## config.mk

```make
export PLATFORM = sky130hd
export DESIGN_NAME = battery_soc_trust_classifier_flat
export DESIGN_NICKNAME = d
export VERILOG_FILES = /design/src/hdl/bsoc_pkg.sv /design/src/hdl/bsoc_req_if.sv /design/src/hdl/bsoc_rsp_if.sv /design/src/hdl/bsoc_csr_if.sv /design/src/hdl/bsoc_seg_lookup.sv /design/src/hdl/battery_soc_trust_classifier.sv /design/src/flat_wrapper.sv
export VERILOG_INCLUDE_DIRS = /design/src /design/src/hdl
export SDC_FILE = /design/constraint.sdc
export NUM_CORES = 1
export LEC_CHECK = 0
export ABC_AREA = 1
export BUFFER_PORTS_ARGS = -buffer_cell sky130_fd_sc_hd__buf_2
export CAP_MARGIN = 20
export CORE_ASPECT_RATIO = 1.75
export CORE_MARGIN = 3
export CORE_UTILIZATION = 59
export CTS_BUF_LIST = sky130_fd_sc_hd__clkbuf_4 sky130_fd_sc_hd__clkbuf_8
export CTS_CLUSTER_SIZE = 8
export DETAILED_ROUTE_END_ITERATION = 8
export GPL_ROUTABILITY_DRIVEN = 0
export HOLD_SLACK_MARGIN = 0.02
export PLACE_DENSITY_LB_ADDON = 0.05
export SKIP_CTS_REPAIR_TIMING = 1
export SLEW_MARGIN = 0
export SYNTH_ARGS = -nofsm -noshare
export SYNTH_HDL_FRONTEND = slang
export SYNTH_SLANG_ARGS = --single-unit
```

## constraint.sdc

```tcl
create_clock -name clock -period 6.41 [get_ports clock]
set_input_delay 0.3205 -clock clock [delete_from_list [all_inputs] [get_ports clock]]
set_output_delay 0.3205 -clock clock [all_outputs]
set_load 0.01 [all_outputs]
```

## src/hdl/assert_macros.svh

```systemverilog
// Assertion helpers shared by the RTL.
// All checks are clocked on the rising edge and are disabled while reset is high.
`ifndef ASSERT_MACROS_SVH
`define ASSERT_MACROS_SVH

// The expression must hold at every edge.
`define ASSERT_ALWAYS(label, clk, rst, expr, msg) \
   label: assert property (@(posedge clk) disable iff (rst) (expr)) else $error(msg);

// The consequent must hold in the same cycle as the antecedent.
`define ASSERT_IMPLIES(label, clk, rst, ante, cons, msg) \
   label: assert property (@(posedge clk) disable iff (rst) (ante) |-> (cons)) else $error(msg);

// The consequent must hold in the cycle after the antecedent.
`define ASSERT_NEXT(label, clk, rst, ante, cons, msg) \
   label: assert property (@(posedge clk) disable iff (rst) (ante) |=> (cons)) else $error(msg);

`endif

```

## src/hdl/bsoc_pkg.sv

```systemverilog
`timescale 1ns / 1ps

package bsoc_pkg;

   // field widths
   localparam int MV_W       = 13;
   localparam int GAUGE_W    = 16;
   localparam int REST_W     = 15;
   localparam int RESID_W    = 17;
   localparam int THR_W      = 15;
   localparam int CSR_IDX_W  = 3;
   localparam int CSR_DATA_W = 15;

   // resting OCV curve
   localparam int KNOT_COUNT = 12;
   localparam int SEG_COUNT  = KNOT_COUNT - 1;
   localparam int SEG_W      = $clog2(SEG_COUNT);
   localparam int DELTA_W    = 9;   // widest segment spans 300 mV

   localparam logic [MV_W-1:0] KNOT_MV [KNOT_COUNT] = '{
      13'd3000, 13'd3300, 13'd3500, 13'd3600, 13'd3700, 13'd3800,
      13'd3900, 13'd3950, 13'd4000, 13'd4050, 13'd4100, 13'd4200
   };

   localparam logic [REST_W-1:0] KNOT_SOC [KNOT_COUNT] = '{
      15'd0,     15'd1280,  15'd2560,  15'd5120,  15'd7680,  15'd10240,
      15'd12800, 15'd15360, 15'd17920, 15'd20480, 15'd23040, 15'd25600
   };

   // slope of each segment written as (1 << shift) / divisor, divisor 5 or 15
   localparam logic [3:0] SEG_SHIFT [SEG_COUNT] = '{
      4'd6, 4'd5, 4'd7, 4'd7, 4'd7, 4'd7, 4'd8, 4'd8, 4'd8, 4'd8, 4'd7
   };

   localparam logic SEG_DIV15 [SEG_COUNT] = '{
      1'b1, 1'b0, 1'b0, 1'b0, 1'b0, 1'b0, 1'b0, 1'b0, 1'b0, 1'b0, 1'b0
   };

   // reciprocals, exact for numerators below 2^15 (div 5) and 23831 (div 15)
   localparam int                 RECIP_SHIFT = 18;
   localparam int                 RECIP_W     = 16;
   localparam logic [RECIP_W-1:0] RECIP_DIV5  = 16'd52429;
   localparam logic [RECIP_W-1:0] RECIP_DIV15 = 16'd17477;
   localparam int                 PROD_W      = REST_W + RECIP_W;

   localparam logic [REST_W-1:0] SOC_FULL = 15'd25600;

   // register reset values
   localparam logic [THR_W-1:0] UNTRUSTED_RST = 15'd5120;
   localparam logic [THR_W-1:0] SUSPECT_RST   = 15'd3072;
   localparam logic [THR_W-1:0] BIAS_RST      = 15'd2048;
   localparam logic [MV_W-1:0]  USABLE_LO_RST = 13'd2500;
   localparam logic [MV_W-1:0]  USABLE_HI_RST = 13'd5000;

   typedef enum logic [CSR_IDX_W-1:0] {
      CSR_UNTRUSTED_THR = 3'd0,
      CSR_SUSPECT_THR   = 3'd1,
      CSR_BIAS_ALLOW    = 3'd2,
      CSR_USABLE_LO     = 3'd3,
      CSR_USABLE_HI     = 3'd4
   } csr_index_type;

   typedef enum logic [1:0] {
      TRUST_OK        = 2'd0,
      TRUST_SUSPECT   = 2'd1,
      TRUST_UNTRUSTED = 2'd2
   } trust_type;

   // segment lookup result for one voltage
   typedef struct packed {
      logic              clamp_lo;
      logic              clamp_hi;
      logic [REST_W-1:0] s0;
      logic [REST_W-1:0] numer;   // (mv - v0) << shift
      logic              div15;
   } seg_type;

endpackage

```

## src/hdl/bsoc_req_if.sv

```systemverilog
`timescale 1ns / 1ps

interface bsoc_req_if;
   logic                          valid;
   logic                          ready;
   logic [bsoc_pkg::GAUGE_W-1:0]  gauge_soc;
   logic [bsoc_pkg::MV_W-1:0]     cell_mv;
   logic                          charging_active;
   logic                          radio_active;

   modport source (output valid, gauge_soc, cell_mv, charging_active, radio_active,
                   input ready);
   modport sink   (input valid, gauge_soc, cell_mv, charging_active, radio_active,
                   output ready);
endinterface

```

## src/hdl/bsoc_rsp_if.sv

```systemverilog
`timescale 1ns / 1ps

interface bsoc_rsp_if;
   logic                                valid;
   logic                                ready;
   logic [bsoc_pkg::REST_W-1:0]         resting_soc;
   logic signed [bsoc_pkg::RESID_W-1:0] residual;
   logic                                voltage_usable;
   logic [1:0]                          trust_level;

   modport source (output valid, resting_soc, residual, voltage_usable, trust_level,
                   input ready);
   modport sink   (input valid, resting_soc, residual, voltage_usable, trust_level,
                   output ready);
endinterface

```

## src/hdl/bsoc_csr_if.sv

```systemverilog
`timescale 1ns / 1ps

interface bsoc_csr_if;
   logic                            valid;
   logic                            ready;
   logic [bsoc_pkg::CSR_IDX_W-1:0]  index;
   logic [bsoc_pkg::CSR_DATA_W-1:0] data;

   modport source (output valid, index, data, input ready);
   modport sink   (input valid, index, data, output ready);
endinterface

```

## src/hdl/bsoc_seg_lookup.sv

```systemverilog
`timescale 1ns / 1ps

// Picks the OCV segment holding a voltage and forms the scaled offset into it.
module bsoc_seg_lookup (
   input  logic [bsoc_pkg::MV_W-1:0] cell_mv,
   output bsoc_pkg::seg_type         seg
);

   logic [bsoc_pkg::SEG_W-1:0]   seg_idx;
   logic [bsoc_pkg::DELTA_W-1:0] delta_short;

   // last knot strictly below the voltage; a voltage on a knot uses the lower segment
   always_comb begin
      seg_idx = '0;
      for (int i = 0; i < bsoc_pkg::SEG_COUNT; i++) begin
         if (cell_mv > bsoc_pkg::KNOT_MV[i]) begin
            seg_idx = bsoc_pkg::SEG_W'(i);
         end
      end
   end

   // offset into the segment; only meaningful when neither clamp applies
   assign delta_short = bsoc_pkg::DELTA_W'(cell_mv - bsoc_pkg::KNOT_MV[seg_idx]);

   always_comb begin
      seg.clamp_lo = (cell_mv <= bsoc_pkg::KNOT_MV[0]);
      seg.clamp_hi = (cell_mv >= bsoc_pkg::KNOT_MV[bsoc_pkg::KNOT_COUNT-1]);
      seg.s0       = bsoc_pkg::KNOT_SOC[seg_idx];
      seg.numer    = bsoc_pkg::REST_W'({{(bsoc_pkg::REST_W-bsoc_pkg::DELTA_W){1'b0}},
                                        delta_short} << bsoc_pkg::SEG_SHIFT[seg_idx]);
      seg.div15    = bsoc_pkg::SEG_DIV15[seg_idx];
   end

endmodule

```

## src/hdl/battery_soc_trust_classifier.sv

```systemverilog
// An item accepted on req is registered in stages A, B, C and D in turn; rsp shows stage D.
// Throughput: one item per cycle while rsp is ready; four register stages advance independently,
// so a bubble is squeezed out and a stalled output still lets req take an item while a stage is empty.
// Reset (synchronous, active high) empties the pipeline and loads the register
// defaults; no clearing pass, csr writes are taken every cycle outside reset.
`timescale 1ns / 1ps
`include "assert_macros.svh"

module battery_soc_trust_classifier (
   input  logic        clock,
   input  logic        reset,
   bsoc_req_if.sink    req_ch,
   bsoc_rsp_if.source  rsp_ch,
   bsoc_csr_if.sink    csr_ch
);

   // ---------------------------------------------------------------------
   // Configuration registers. Writes are only expected while idle, so the
   // stages read them directly with no shadow copy.
   // ---------------------------------------------------------------------
   logic [bsoc_pkg::THR_W-1:0] untrusted_thr_ff;
   logic [bsoc_pkg::THR_W-1:0] suspect_thr_ff;
   logic [bsoc_pkg::THR_W-1:0] bias_allow_ff;
   logic [bsoc_pkg::MV_W-1:0]  usable_lo_ff;
   logic [bsoc_pkg::MV_W-1:0]  usable_hi_ff;

   assign csr_ch.ready = 1'b1;

   always_ff @(posedge clock) begin
      if (reset) begin
         untrusted_thr_ff <= bsoc_pkg::UNTRUSTED_RST;
         suspect_thr_ff   <= bsoc_pkg::SUSPECT_RST;
         bias_allow_ff    <= bsoc_pkg::BIAS_RST;
         usable_lo_ff     <= bsoc_pkg::USABLE_LO_RST;
         usable_hi_ff     <= bsoc_pkg::USABLE_HI_RST;
      end else if (csr_ch.valid) begin
         // unknown indexes fall through and are dropped
         unique case (bsoc_pkg::csr_index_type'(csr_ch.index))
            bsoc_pkg::CSR_UNTRUSTED_THR: untrusted_thr_ff <= csr_ch.data;
            bsoc_pkg::CSR_SUSPECT_THR:   suspect_thr_ff   <= csr_ch.data;
            bsoc_pkg::CSR_BIAS_ALLOW:    bias_allow_ff    <= csr_ch.data;
            bsoc_pkg::CSR_USABLE_LO:     usable_lo_ff     <= csr_ch.data[bsoc_pkg::MV_W-1:0];
            bsoc_pkg::CSR_USABLE_HI:     usable_hi_ff     <= csr_ch.data[bsoc_pkg::MV_W-1:0];
            default: ;
         endcase
      end
   end

   // ---------------------------------------------------------------------
   // Stage enables. A stage loads when it is empty or its contents move on,
   // so each valid bit only waits on the stages in front of it.
   // ---------------------------------------------------------------------
   logic a_v_ff, b_v_ff, c_v_ff, d_v_ff;
   logic en_a, en_b, en_c, en_d;

   assign en_d = !d_v_ff || rsp_ch.ready;
   assign en_c = !c_v_ff || en_d;
   assign en_b = !b_v_ff || en_c;
   assign en_a = !a_v_ff || en_b;

   assign req_ch.ready = en_a;

   always_ff @(posedge clock) begin
      if (reset) begin
         a_v_ff <= 1'b0;
         b_v_ff <= 1'b0;
         c_v_ff <= 1'b0;
         d_v_ff <= 1'b0;
      end else begin
         if (en_a) a_v_ff <= req_ch.valid;
         if (en_b) b_v_ff <= a_v_ff;
         if (en_c) c_v_ff <= b_v_ff;
         if (en_d) d_v_ff <= c_v_ff;
      end
   end

   // ---------------------------------------------------------------------
   // Stage A: input register.
   // ---------------------------------------------------------------------
   logic [bsoc_pkg::GAUGE_W-1:0] a_gauge_ff;
   logic [bsoc_pkg::MV_W-1:0]    a_mv_ff;
   logic                         a_chg_ff, a_radio_ff;

   always_ff @(posedge clock) begin
      if (en_a) begin
         a_gauge_ff <= req_ch.gauge_soc;
         a_mv_ff    <= req_ch.cell_mv;
         a_chg_ff   <= req_ch.charging_active;
         a_radio_ff <= req_ch.radio_active;
      end
   end

   // ---------------------------------------------------------------------
   // Stage B: segment search over the knot table and the usable window.
   // ---------------------------------------------------------------------
   bsoc_pkg::seg_type a_seg;
   logic              a_usable;

   bsoc_seg_lookup u_seg_lookup (
      .cell_mv (a_mv_ff),
      .seg     (a_seg)
   );

   assign a_usable = (a_mv_ff > usable_lo_ff) && (a_mv_ff < usable_hi_ff);

   bsoc_pkg::seg_type            b_seg_ff;
   logic [bsoc_pkg::GAUGE_W-1:0] b_gauge_ff;
   logic                         b_chg_ff, b_radio_ff, b_usable_ff;

   always_ff @(posedge clock) begin
      if (en_b) begin
         b_seg_ff    <= a_seg;
         b_gauge_ff  <= a_gauge_ff;
         b_chg_ff    <= a_chg_ff;
         b_radio_ff  <= a_radio_ff;
         b_usable_ff <= a_usable;
      end
   end

   // ---------------------------------------------------------------------
   // Stage C: truncating divide by the segment's divisor (5 or 15) through a
   // reciprocal multiply, then add the knot's base and apply the end clamps.
   // ---------------------------------------------------------------------
   logic [bsoc_pkg::RECIP_W-1:0] b_recip;
   logic [bsoc_pkg::PROD_W-1:0]  b_prod;
   logic [bsoc_pkg::REST_W-1:0]  b_quot;
   logic [bsoc_pkg::REST_W-1:0]  b_rest;

   assign b_recip = b_seg_ff.div15 ? bsoc_pkg::RECIP_DIV15 : bsoc_pkg::RECIP_DIV5;
   assign b_prod  = {{bsoc_pkg::RECIP_W{1'b0}}, b_seg_ff.numer} *
                    {{bsoc_pkg::REST_W{1'b0}}, b_recip};
   assign b_quot  = bsoc_pkg::REST_W'(b_prod >> bsoc_pkg::RECIP_SHIFT);

   always_comb begin
      if (b_seg_ff.clamp_lo) begin
         b_rest = bsoc_pkg::KNOT_SOC[0];
      end else if (b_seg_ff.clamp_hi) begin
         b_rest = bsoc_pkg::KNOT_SOC[bsoc_pkg::KNOT_COUNT-1];
      end else begin
         b_rest = b_seg_ff.s0 + b_quot;
      end
   end

   logic [bsoc_pkg::REST_W-1:0]  c_rest_ff;
   logic [bsoc_pkg::GAUGE_W-1:0] c_gauge_ff;
   logic                         c_chg_ff, c_radio_ff, c_usable_ff;

   always_ff @(posedge clock) begin
      if (en_c) begin
         c_rest_ff   <= b_rest;
         c_gauge_ff  <= b_gauge_ff;
         c_chg_ff    <= b_chg_ff;
         c_radio_ff  <= b_radio_ff;
         c_usable_ff <= b_usable_ff;
      end
   end

   // ---------------------------------------------------------------------
   // Stage D: residual and classification. Charging widens the negative
   // band, radio load the positive band. Untrusted is tested first.
   // ---------------------------------------------------------------------
   localparam int BAND_W = bsoc_pkg::THR_W + 1;
   localparam int CMP_W  = bsoc_pkg::RESID_W + 1;

   logic signed [bsoc_pkg::RESID_W-1:0] c_resid;
   logic signed [CMP_W-1:0]             c_resid_x;
   logic [BAND_W-1:0]                   c_neg_extra, c_pos_extra;
   logic [BAND_W-1:0]                   c_neg_u, c_pos_u, c_neg_s, c_pos_s;
   logic                                c_hit_u, c_hit_s;
   bsoc_pkg::trust_type                 c_trust;

   assign c_resid   = $signed({1'b0, c_gauge_ff}) - $signed({2'b0, c_rest_ff});
   assign c_resid_x = {c_resid[bsoc_pkg::RESID_W-1], c_resid};

   assign c_neg_extra = c_chg_ff   ? {1'b0, bias_allow_ff} : '0;
   assign c_pos_extra = c_radio_ff ? {1'b0, bias_allow_ff} : '0;
   assign c_neg_u     = {1'b0, untrusted_thr_ff} + c_neg_extra;
   assign c_pos_u     = {1'b0, untrusted_thr_ff} + c_pos_extra;
   assign c_neg_s     = {1'b0, suspect_thr_ff}   + c_neg_extra;
   assign c_pos_s     = {1'b0, suspect_thr_ff}   + c_pos_extra;

   assign c_hit_u = (c_resid_x <= -$signed({2'b0, c_neg_u})) ||
                    (c_resid_x >=  $signed({2'b0, c_pos_u}));
   assign c_hit_s = (c_resid_x <= -$signed({2'b0, c_neg_s})) ||
                    (c_resid_x >=  $signed({2'b0, c_pos_s}));

   always_comb begin
      if (!c_usable_ff || c_hit_u) begin
         c_trust = bsoc_pkg::TRUST_UNTRUSTED;
      end else if (c_hit_s) begin
         c_trust = bsoc_pkg::TRUST_SUSPECT;
      end else begin
         c_trust = bsoc_pkg::TRUST_OK;
      end
   end

   // output register, held while the sink stalls
   logic [bsoc_pkg::REST_W-1:0]         d_rest_ff;
   logic signed [bsoc_pkg::RESID_W-1:0] d_resid_ff;
   logic                                d_usable_ff;
   bsoc_pkg::trust_type                 d_trust_ff;

   always_ff @(posedge clock) begin
      if (en_d) begin
         d_rest_ff   <= c_rest_ff;
         d_resid_ff  <= c_resid;
         d_usable_ff <= c_usable_ff;
         d_trust_ff  <= c_trust;
      end
   end

   assign rsp_ch.valid          = d_v_ff;
   assign rsp_ch.resting_soc    = d_rest_ff;
   assign rsp_ch.residual       = d_resid_ff;
   assign rsp_ch.voltage_usable = d_usable_ff;
   assign rsp_ch.trust_level    = d_trust_ff;

   // ---------------------------------------------------------------------
   // Checks
   // ---------------------------------------------------------------------
   `ASSERT_IMPLIES(a_unusable_untrusted, clock, reset, d_v_ff && !d_usable_ff,
      d_trust_ff == bsoc_pkg::TRUST_UNTRUSTED, "unusable voltage not classed untrusted")
   `ASSERT_IMPLIES(a_rest_in_range, clock, reset, d_v_ff,
      d_rest_ff <= bsoc_pkg::SOC_FULL, "resting estimate above full scale")
   `ASSERT_NEXT(a_item_moves_out, clock, reset, c_v_ff && en_d,
      d_v_ff, "item lost between classify and output stage")
   `ASSERT_IMPLIES(a_full_blocks_req, clock, reset, a_v_ff && !en_b,
      !req_ch.ready, "input taken while stage A is stuck")

endmodule
```

## src/flat_wrapper.sv

```systemverilog
// flat-port wrapper written by rule: the top's interface ports become plain ports
module battery_soc_trust_classifier_flat 
  (clock, reset, req_ch_valid, req_ch_gauge_soc, req_ch_cell_mv, req_ch_charging_active, req_ch_radio_active, req_ch_ready, rsp_ch_valid, rsp_ch_resting_soc, rsp_ch_residual, rsp_ch_voltage_usable, rsp_ch_trust_level, rsp_ch_ready, csr_ch_valid, csr_ch_index, csr_ch_data, csr_ch_ready);
  bsoc_req_if req_ch_i ();
  bsoc_rsp_if rsp_ch_i ();
  bsoc_csr_if csr_ch_i ();
  input  logic clock;
  input  logic reset;
  input wire logic [$bits(req_ch_i.valid)-1:0] req_ch_valid;
  input wire logic [$bits(req_ch_i.gauge_soc)-1:0] req_ch_gauge_soc;
  input wire logic [$bits(req_ch_i.cell_mv)-1:0] req_ch_cell_mv;
  input wire logic [$bits(req_ch_i.charging_active)-1:0] req_ch_charging_active;
  input wire logic [$bits(req_ch_i.radio_active)-1:0] req_ch_radio_active;
  output wire logic [$bits(req_ch_i.ready)-1:0] req_ch_ready;
  output wire logic [$bits(rsp_ch_i.valid)-1:0] rsp_ch_valid;
  output wire logic [$bits(rsp_ch_i.resting_soc)-1:0] rsp_ch_resting_soc;
  output wire logic [$bits(rsp_ch_i.residual)-1:0] rsp_ch_residual;
  output wire logic [$bits(rsp_ch_i.voltage_usable)-1:0] rsp_ch_voltage_usable;
  output wire logic [$bits(rsp_ch_i.trust_level)-1:0] rsp_ch_trust_level;
  input wire logic [$bits(rsp_ch_i.ready)-1:0] rsp_ch_ready;
  input wire logic [$bits(csr_ch_i.valid)-1:0] csr_ch_valid;
  input wire logic [$bits(csr_ch_i.index)-1:0] csr_ch_index;
  input wire logic [$bits(csr_ch_i.data)-1:0] csr_ch_data;
  output wire logic [$bits(csr_ch_i.ready)-1:0] csr_ch_ready;
  assign req_ch_i.valid = req_ch_valid;
  assign req_ch_i.gauge_soc = req_ch_gauge_soc;
  assign req_ch_i.cell_mv = req_ch_cell_mv;
  assign req_ch_i.charging_active = req_ch_charging_active;
  assign req_ch_i.radio_active = req_ch_radio_active;
  assign req_ch_ready = req_ch_i.ready;
  assign rsp_ch_valid = rsp_ch_i.valid;
  assign rsp_ch_resting_soc = rsp_ch_i.resting_soc;
  assign rsp_ch_residual = rsp_ch_i.residual;
  assign rsp_ch_voltage_usable = rsp_ch_i.voltage_usable;
  assign rsp_ch_trust_level = rsp_ch_i.trust_level;
  assign rsp_ch_i.ready = rsp_ch_ready;
  assign csr_ch_i.valid = csr_ch_valid;
  assign csr_ch_i.index = csr_ch_index;
  assign csr_ch_i.data = csr_ch_data;
  assign csr_ch_ready = csr_ch_i.ready;
  battery_soc_trust_classifier u_core (.clock(clock), .reset(reset), .req_ch(req_ch_i), .rsp_ch(rsp_ch_i), .csr_ch(csr_ch_i));
endmodule
```

Word-level counts from Yosys, hierarchy flattened
Memory sizes are Yosys's and may differ from the RTL's. A register that Yosys moved wholly into a read port is not among the register bits.
Index checks and enable logic that the tools add are counted.
Operators by class
  add/subtract/negate cells: 9
  $mul: 1
  divide/modulo/power cells: 0
  order comparisons: 19
  equality and inequality tests: 4
  shift-type cells: 1
  mux-type cells: 19
  bitwise logic cells: 1
  reductions and logical operators: 20
Operators with widths (count)
  13-bit by 12-bit greater-than comparator with 1-bit output (second input constant): 9
  15-bit by 16-bit adder with 16-bit output: 4
  15-bit 2-to-1 mux: 3
  4-bit 2-to-1 mux: 11
  17-bit by 18-bit less-or-equal comparator with 1-bit output: 2
  16-bit negator with 18-bit output: 2
  17-bit >= comparator: 2
  15-bit by 16-bit multiplier with 31-bit output: 1
  9-bit 2-to-1 mux: 2
  16-bit by 15-bit subtractor with 17-bit output: 1
  16-bit 2-to-1 mux: 1
  15-bit by 13-bit adder with 15-bit output: 1
  9-bit by 4-bit left shift with 15-bit output: 1
  13-bit >= comparator (second input constant): 1
  13-bit greater-than comparator: 1
  13-bit greater-than comparator (second input constant): 1
  13-bit by 12-bit less-or-equal comparator with 1-bit output (second input constant): 1
  13-bit < comparator: 1
  2-bit AND reduction: 5
  9-bit subtractor: 1
  1-bit logical OR: 7
  3-bit by 2-bit == test with 1-bit output (second input constant): 2
  5-bit >= comparator (second input constant): 1
  1-bit zero test: 5
  7 further kinds: 8
Storage, ports and cells
  bits in registers: 211
  latch bits: 0
  bits in writable memories: 0
  bits in read-only memories: 528
  input bits: 54
  output and inout port bits: 38
  word-level logic and storage cells: 108
  memories: 4
Memory list
  (name not given): depth 16, width 15, rd ports 1, clocked after Yosys merged registers in 1, write ports 0, RTL line bsoc_seg_lookup.sv:28  | seg.s0 = bsoc_pkg::KNOT_SOC[seg_idx];
  (name not given): depth 16, width 13, rd ports 1, clocked after Yosys merged registers in 0, write ports 0, RTL line bsoc_seg_lookup.sv:23  | assign delta_short = bsoc_pkg::DELTA_W'(cell_mv - bsoc_pkg::KNOT_MV[seg_idx]);
  (name not given): depth 16, width 4, rd ports 1, clocked after Yosys merged registers in 0, write ports 0, RTL line bsoc_seg_lookup.sv:30  | delta_short} << bsoc_pkg::SEG_SHIFT[seg_idx]);
  (name not given): depth 16, width 1, rd ports 1, clocked after Yosys merged registers in 1, write ports 0, RTL line bsoc_seg_lookup.sv:31  | seg.div15 = bsoc_pkg::SEG_DIV15[seg_idx];

Logic depth before layout (Yosys ltp)
  depth after elaboration: 17
  depth in mapped cells: 37
  depth with buffers taken out: 37

Cells and area by module
A second synthesis with hierarchy kept.
Unflattened totals
  cells, all modules: 2299
  area, all modules: 19620.1 um2
Modules (own cells, without submodules)
  battery_soc_trust_classifier: times used 1, cells each 2002, area each 18007.3 um2, seq. area each 6065.8 um2
  bsoc_seg_lookup: times used 1, cells each 297, area each 1612.8 um2, seq. area each 0.0 um2

Worst setup path after synthesis
Ideal clock, no wire load.
  kind: reg2reg
  start point: register u_core.b_seg_ff[0] (netlist name)
  end point: register u_core.c_rest_ff[13] (netlist name) (data pin)
  library setup time: 0.255 ns
  arrival: 6.165 ns
  data required time: 6.155 ns
  path slack: -0.011 ns
  cell stages (with the launch flop): 34
  buffers on the path: 1
  clock period less this slack: 6.421 ns
  cells stage by stage: edfxtp_1 > clkbuf_1 > nor2_1 > ha_1 > inv_1 > fa_1 > fa_1 > fa_1 > inv_1 > fa_1 > inv_1 > fa_1 > inv_1 > ha_1 > nand2_1 > nor2_1 > inv_1 > nor2_1 > nand2_1 > o211ai_1 > nand3_1 > nand2_1 > xor2_1 > ha_1 > a21oi_1 > nor2_1 > nor2_1 > nor2_1 > nor2_1 > inv_1 > a21oi_1 > xor2_1 > o21ai_0 > inv_1
Between the ends
  longest elaborated chain between the ends: 4
RTL lines
  16-bit 2-to-1 mux: RTL line battery_soc_trust_classifier.sv:129  | assign b_recip = b_seg_ff.div15 ? bsoc_pkg::RECIP_DIV15 : bsoc_pkg::RECIP_DIV5;
  15-bit by 16-bit multiplier with 31-bit output: RTL line battery_soc_trust_classifier.sv:130  | assign b_prod = {{bsoc_pkg::RECIP_W{1'b0}}, b_seg_ff.numer} *
  15-bit by 13-bit adder with 15-bit output: RTL line battery_soc_trust_classifier.sv:140  | b_rest = b_seg_ff.s0 + b_quot;
  15-bit 2-to-1 mux: RTL line battery_soc_trust_classifier.sv:137  | end else if (b_seg_ff.clamp_hi) begin
  to (signal assigned): RTL line battery_soc_trust_classifier.sv:150  | c_rest_ff <= b_rest;
  to (decl): RTL line battery_soc_trust_classifier.sv:144  | logic [bsoc_pkg::REST_W-1:0] c_rest_ff;
No other way between the ends.
A chain may end at the register's enable or synchronous reset.

Worst setup path in the final report
  start point: register u_core.b_seg_ff[0] (netlist name)
  end point: register u_core.c_rest_ff[13] (netlist name) (data pin)
Between the ends
  longest elaborated chain between the ends: 4
RTL lines (RTL line)
  16-bit 2-to-1 mux: battery_soc_trust_classifier.sv:129
  15-bit by 16-bit multiplier with 31-bit output: battery_soc_trust_classifier.sv:130
  15-bit by 13-bit adder with 15-bit output: battery_soc_trust_classifier.sv:140
  15-bit 2-to-1 mux: battery_soc_trust_classifier.sv:137
No other way between the ends.

==> results.md <==
* Largest net degree at the start of global routing at 45
* Critical path's top delay family: adder cells
* Post-synth top area cell: edfxtp_1
* Final TNS setup at -0.461 ns
* Max_cap viols at 0
* Synth async-reset ratio at 0
* DR DRC count at 0
* Post-route ant nets at 0
* Area Growth Syn to Fin at 15.6%
* CTS Buffer Depth at 3
* Synth cell types at 64
* Most common cell in the netlist: inv_1
* Worst Path Max Fanout at 7
* Failing checks: setup timing
* Die Width at 142 um
* GR Util All Layers at 0.302
* Final Hold Vio Count at 0
* Register area share after synthesis at 0.307
* Slew @ Worst Pin at 1.01 ns
* Slowest cell on the critical path: fa_1
* CP Capture Type: flop
* Worst path bufs/invs at 7
* Dpl hpwl at 43.2 mm
* CTS root buf: clkbuf_8
* Cells after Synth at 2229
* Setup WS post-layout at -0.163 ns
* First-pass GRT wire length at 81.9 mm
* Final setup vio count at 4
* IO Pins at 92
* Vias in the first global route at 16357
* Mapped Area at 19000 um^2
* Final nets at 2872
* Relative slew slack at 0.324
* Max Slew Vio Count at 0
* Period utilization at 1.03
* Initial antenna violation count at 6
* PortBufs at 90
* Tmin final at 6.57 ns
* Worst EP arrival at 6.88 ns
* Grt ovf at 0
* Starting density of the core at 0.600
* TritonRoute pass-1 iters at 5
* Final Skew at 0.0262 ns
* H-tree depth at 2
* Clk Latency, worst-skew pair at 0.54 ns
* Avg Inst Size Synth at 8.51 um^2
* Total Die Area at 34400 um^2
* Die Height at 243 um
* Vias per cell at 5.67
* Fraction of layout cells with a size suffix above 1 at 0.158
* Worst Hold Class: input pin to flop
* Yosys top cell area share at 0.228
* Synth top area cells: edfxtp_1 23%, ha_1 19%, dfxtp_1 7.9%
* Core Footprint at 31600 um^2
* First DRT Iteration DRCs at 875
* Routed len/inst at 18.6 um
* Data required, critical path at 6.71 ns
* Fillers at 2621
* Run status: complete, but fails checks
* FP Rows at 86
* Clock transition at the registers of the reported paths at 0.06 ns
* RSZ-0062 raised after global routing: yes
* Total clock sinks at 219
* CTS Buf Count at 36
* Setup crit start kind: flop
* Yosys warns at 0
* Setup CP Type: flop to flop
* CP max stage delay at 0.58 ns
* Synth Flop Type: edfxtp_1
* Most common library cells after synthesis: 361 x inv_1, 323 x nand2_1, 294 x ha_1
* Vias at 16340
* CTS tree: done
* #FFs+latches synth at 219
* Routed WL at 53.4 mm
* Post-synth EDFFs at 144
* Fmax at 152 MHz
-- path summary, 6_finish.rpt --
check	cells after the start	startpoint	to	slack (ns)
worst max-delay path	32	u_core.b_seg_ff[0]$_SDFFCE_PP0P_	u_core.c_rest_ff[13]$_SDFFCE_PP0P_	-0.16
worst min-delay path	3	csr_ch_data[13]	u_core.suspect_thr_ff[13]$_SDFFE_PP0P_	0.07
worst max register to register	32	u_core.b_seg_ff[0]$_SDFFCE_PP0P_	u_core.c_rest_ff[13]$_SDFFCE_PP0P_	-0.16
worst min register to register	0	u_core.b_radio_ff$_DFFE_PP_	u_core.c_radio_ff$_DFFE_PP_	0.41
-- worst reg2reg max path: cells and delay by family (launching register included) --
kind                       cells  cell delay, ns
AOI/OAI and AO/OA              4            0.69
xor gates and xnor gates       2            0.21
adders and majority gates      8            3.33
buffers and inverters          7            0.61
DFF                            1            0.50
and+or+nand+nor               11            1.02
-- layout by cell type, fill, tap and decap left out, types with 26 or more instances in the layout --
cell	synthesis	routed
dfxtp_1	75	75
nand2_1	323	316
edfxtp_1	144	144
buf_4	2	89
xnor2_1	29	29
buf_2	2	90
dlygate4sd3_1	0	31
xor2_1	74	72
inv_1	361	342
nor2_1	208	196
fa_1	65	59
a21oi_1	176	170
clkbuf_8	0	39
o21ai_0	121	115
nor3_1	37	34
ha_1	294	278
nand3_1	78	78
inv_2	8	26
-- cells by family (layout without fill, tap and decap cells) --
logic type,count (synthesis),in the layout,synth area share
AO/OA/AOI/OAI,412,412,0.124
XOR/XNOR,109,109,0.0527
adder cells (fa/ha/maj),359,359,0.263
buffers and inverters,396,645,0.0797
flip-flops,219,219,0.307
multiplexers,3,3,0.00224
other,2,8,0.000396
AND/OR/NAND/NOR,729,729,0.171
-- registers in the layout (all words and copies together), names as in the netlist, 15 cells and up --
signal	count
u_core.a_gauge_ff	16
u_core.b_gauge_ff	16
u_core.b_seg_ff	25
u_core.bias_allow_ff	15
u_core.c_gauge_ff	16
u_core.c_rest_ff	15
u_core.rsp_ch.residual	17
u_core.rsp_ch.resting_soc	15
u_core.suspect_thr_ff	15
u_core.untrusted_thr_ff	15
-- stage by stage --
stage | utilization | setup WS [ns] | hold slack, ns | instance area [um^2] | cells
2_1_floorplan | - | 0.0811 | 0.400 | 19000 | 2232
3_3_place_gp | 0.645 | -0.0871 | 0.402 | 20400 | 2772
3_5_place_dp | 0.645 | -0.220 | 0.405 | 20400 | 2772
4_1_cts | 0.667 | -0.228 | -0.0703 | 21100 | 2832
5_1_grt | 0.693 | -0.473 | 0.0638 | 21900 | 2879
6_report | 0.693 | -0.163 | 0.0702 | 21900 | 2880
-- routing by layer --
metal	vias up	wire length (um)	global-route usage
met3	245	1990	0.0357
met5	-	13	0
li1	7951	-	-
met2	504	28800	0.571
met4	2	4930	0.229
met1	7638	17700	0.288
-- cell type report --
| type | count | area, um^2 | share of cell area |
|---|---|---|---|
| multi-input combinational | 1617 | 12000 | 0.548 |
| sequential | 219 | 5830 | 0.266 |
| timing repair buffer | 216 | 1510 | 0.0687 |
| inverter | 369 | 1390 | 0.0633 |
| clock buffer | 52 | 634 | 0.0289 |
| tap | 396 | 495 | 0.0226 |
| clock inverter | 8 | 46.3 | 0.00211 |
| antenna | 3 | 7.51 | 0.000343 |
Power is left out: the tool's default activity adds up to more than one toggle a clock period on the data nets, which glitch-free logic cannot reach.
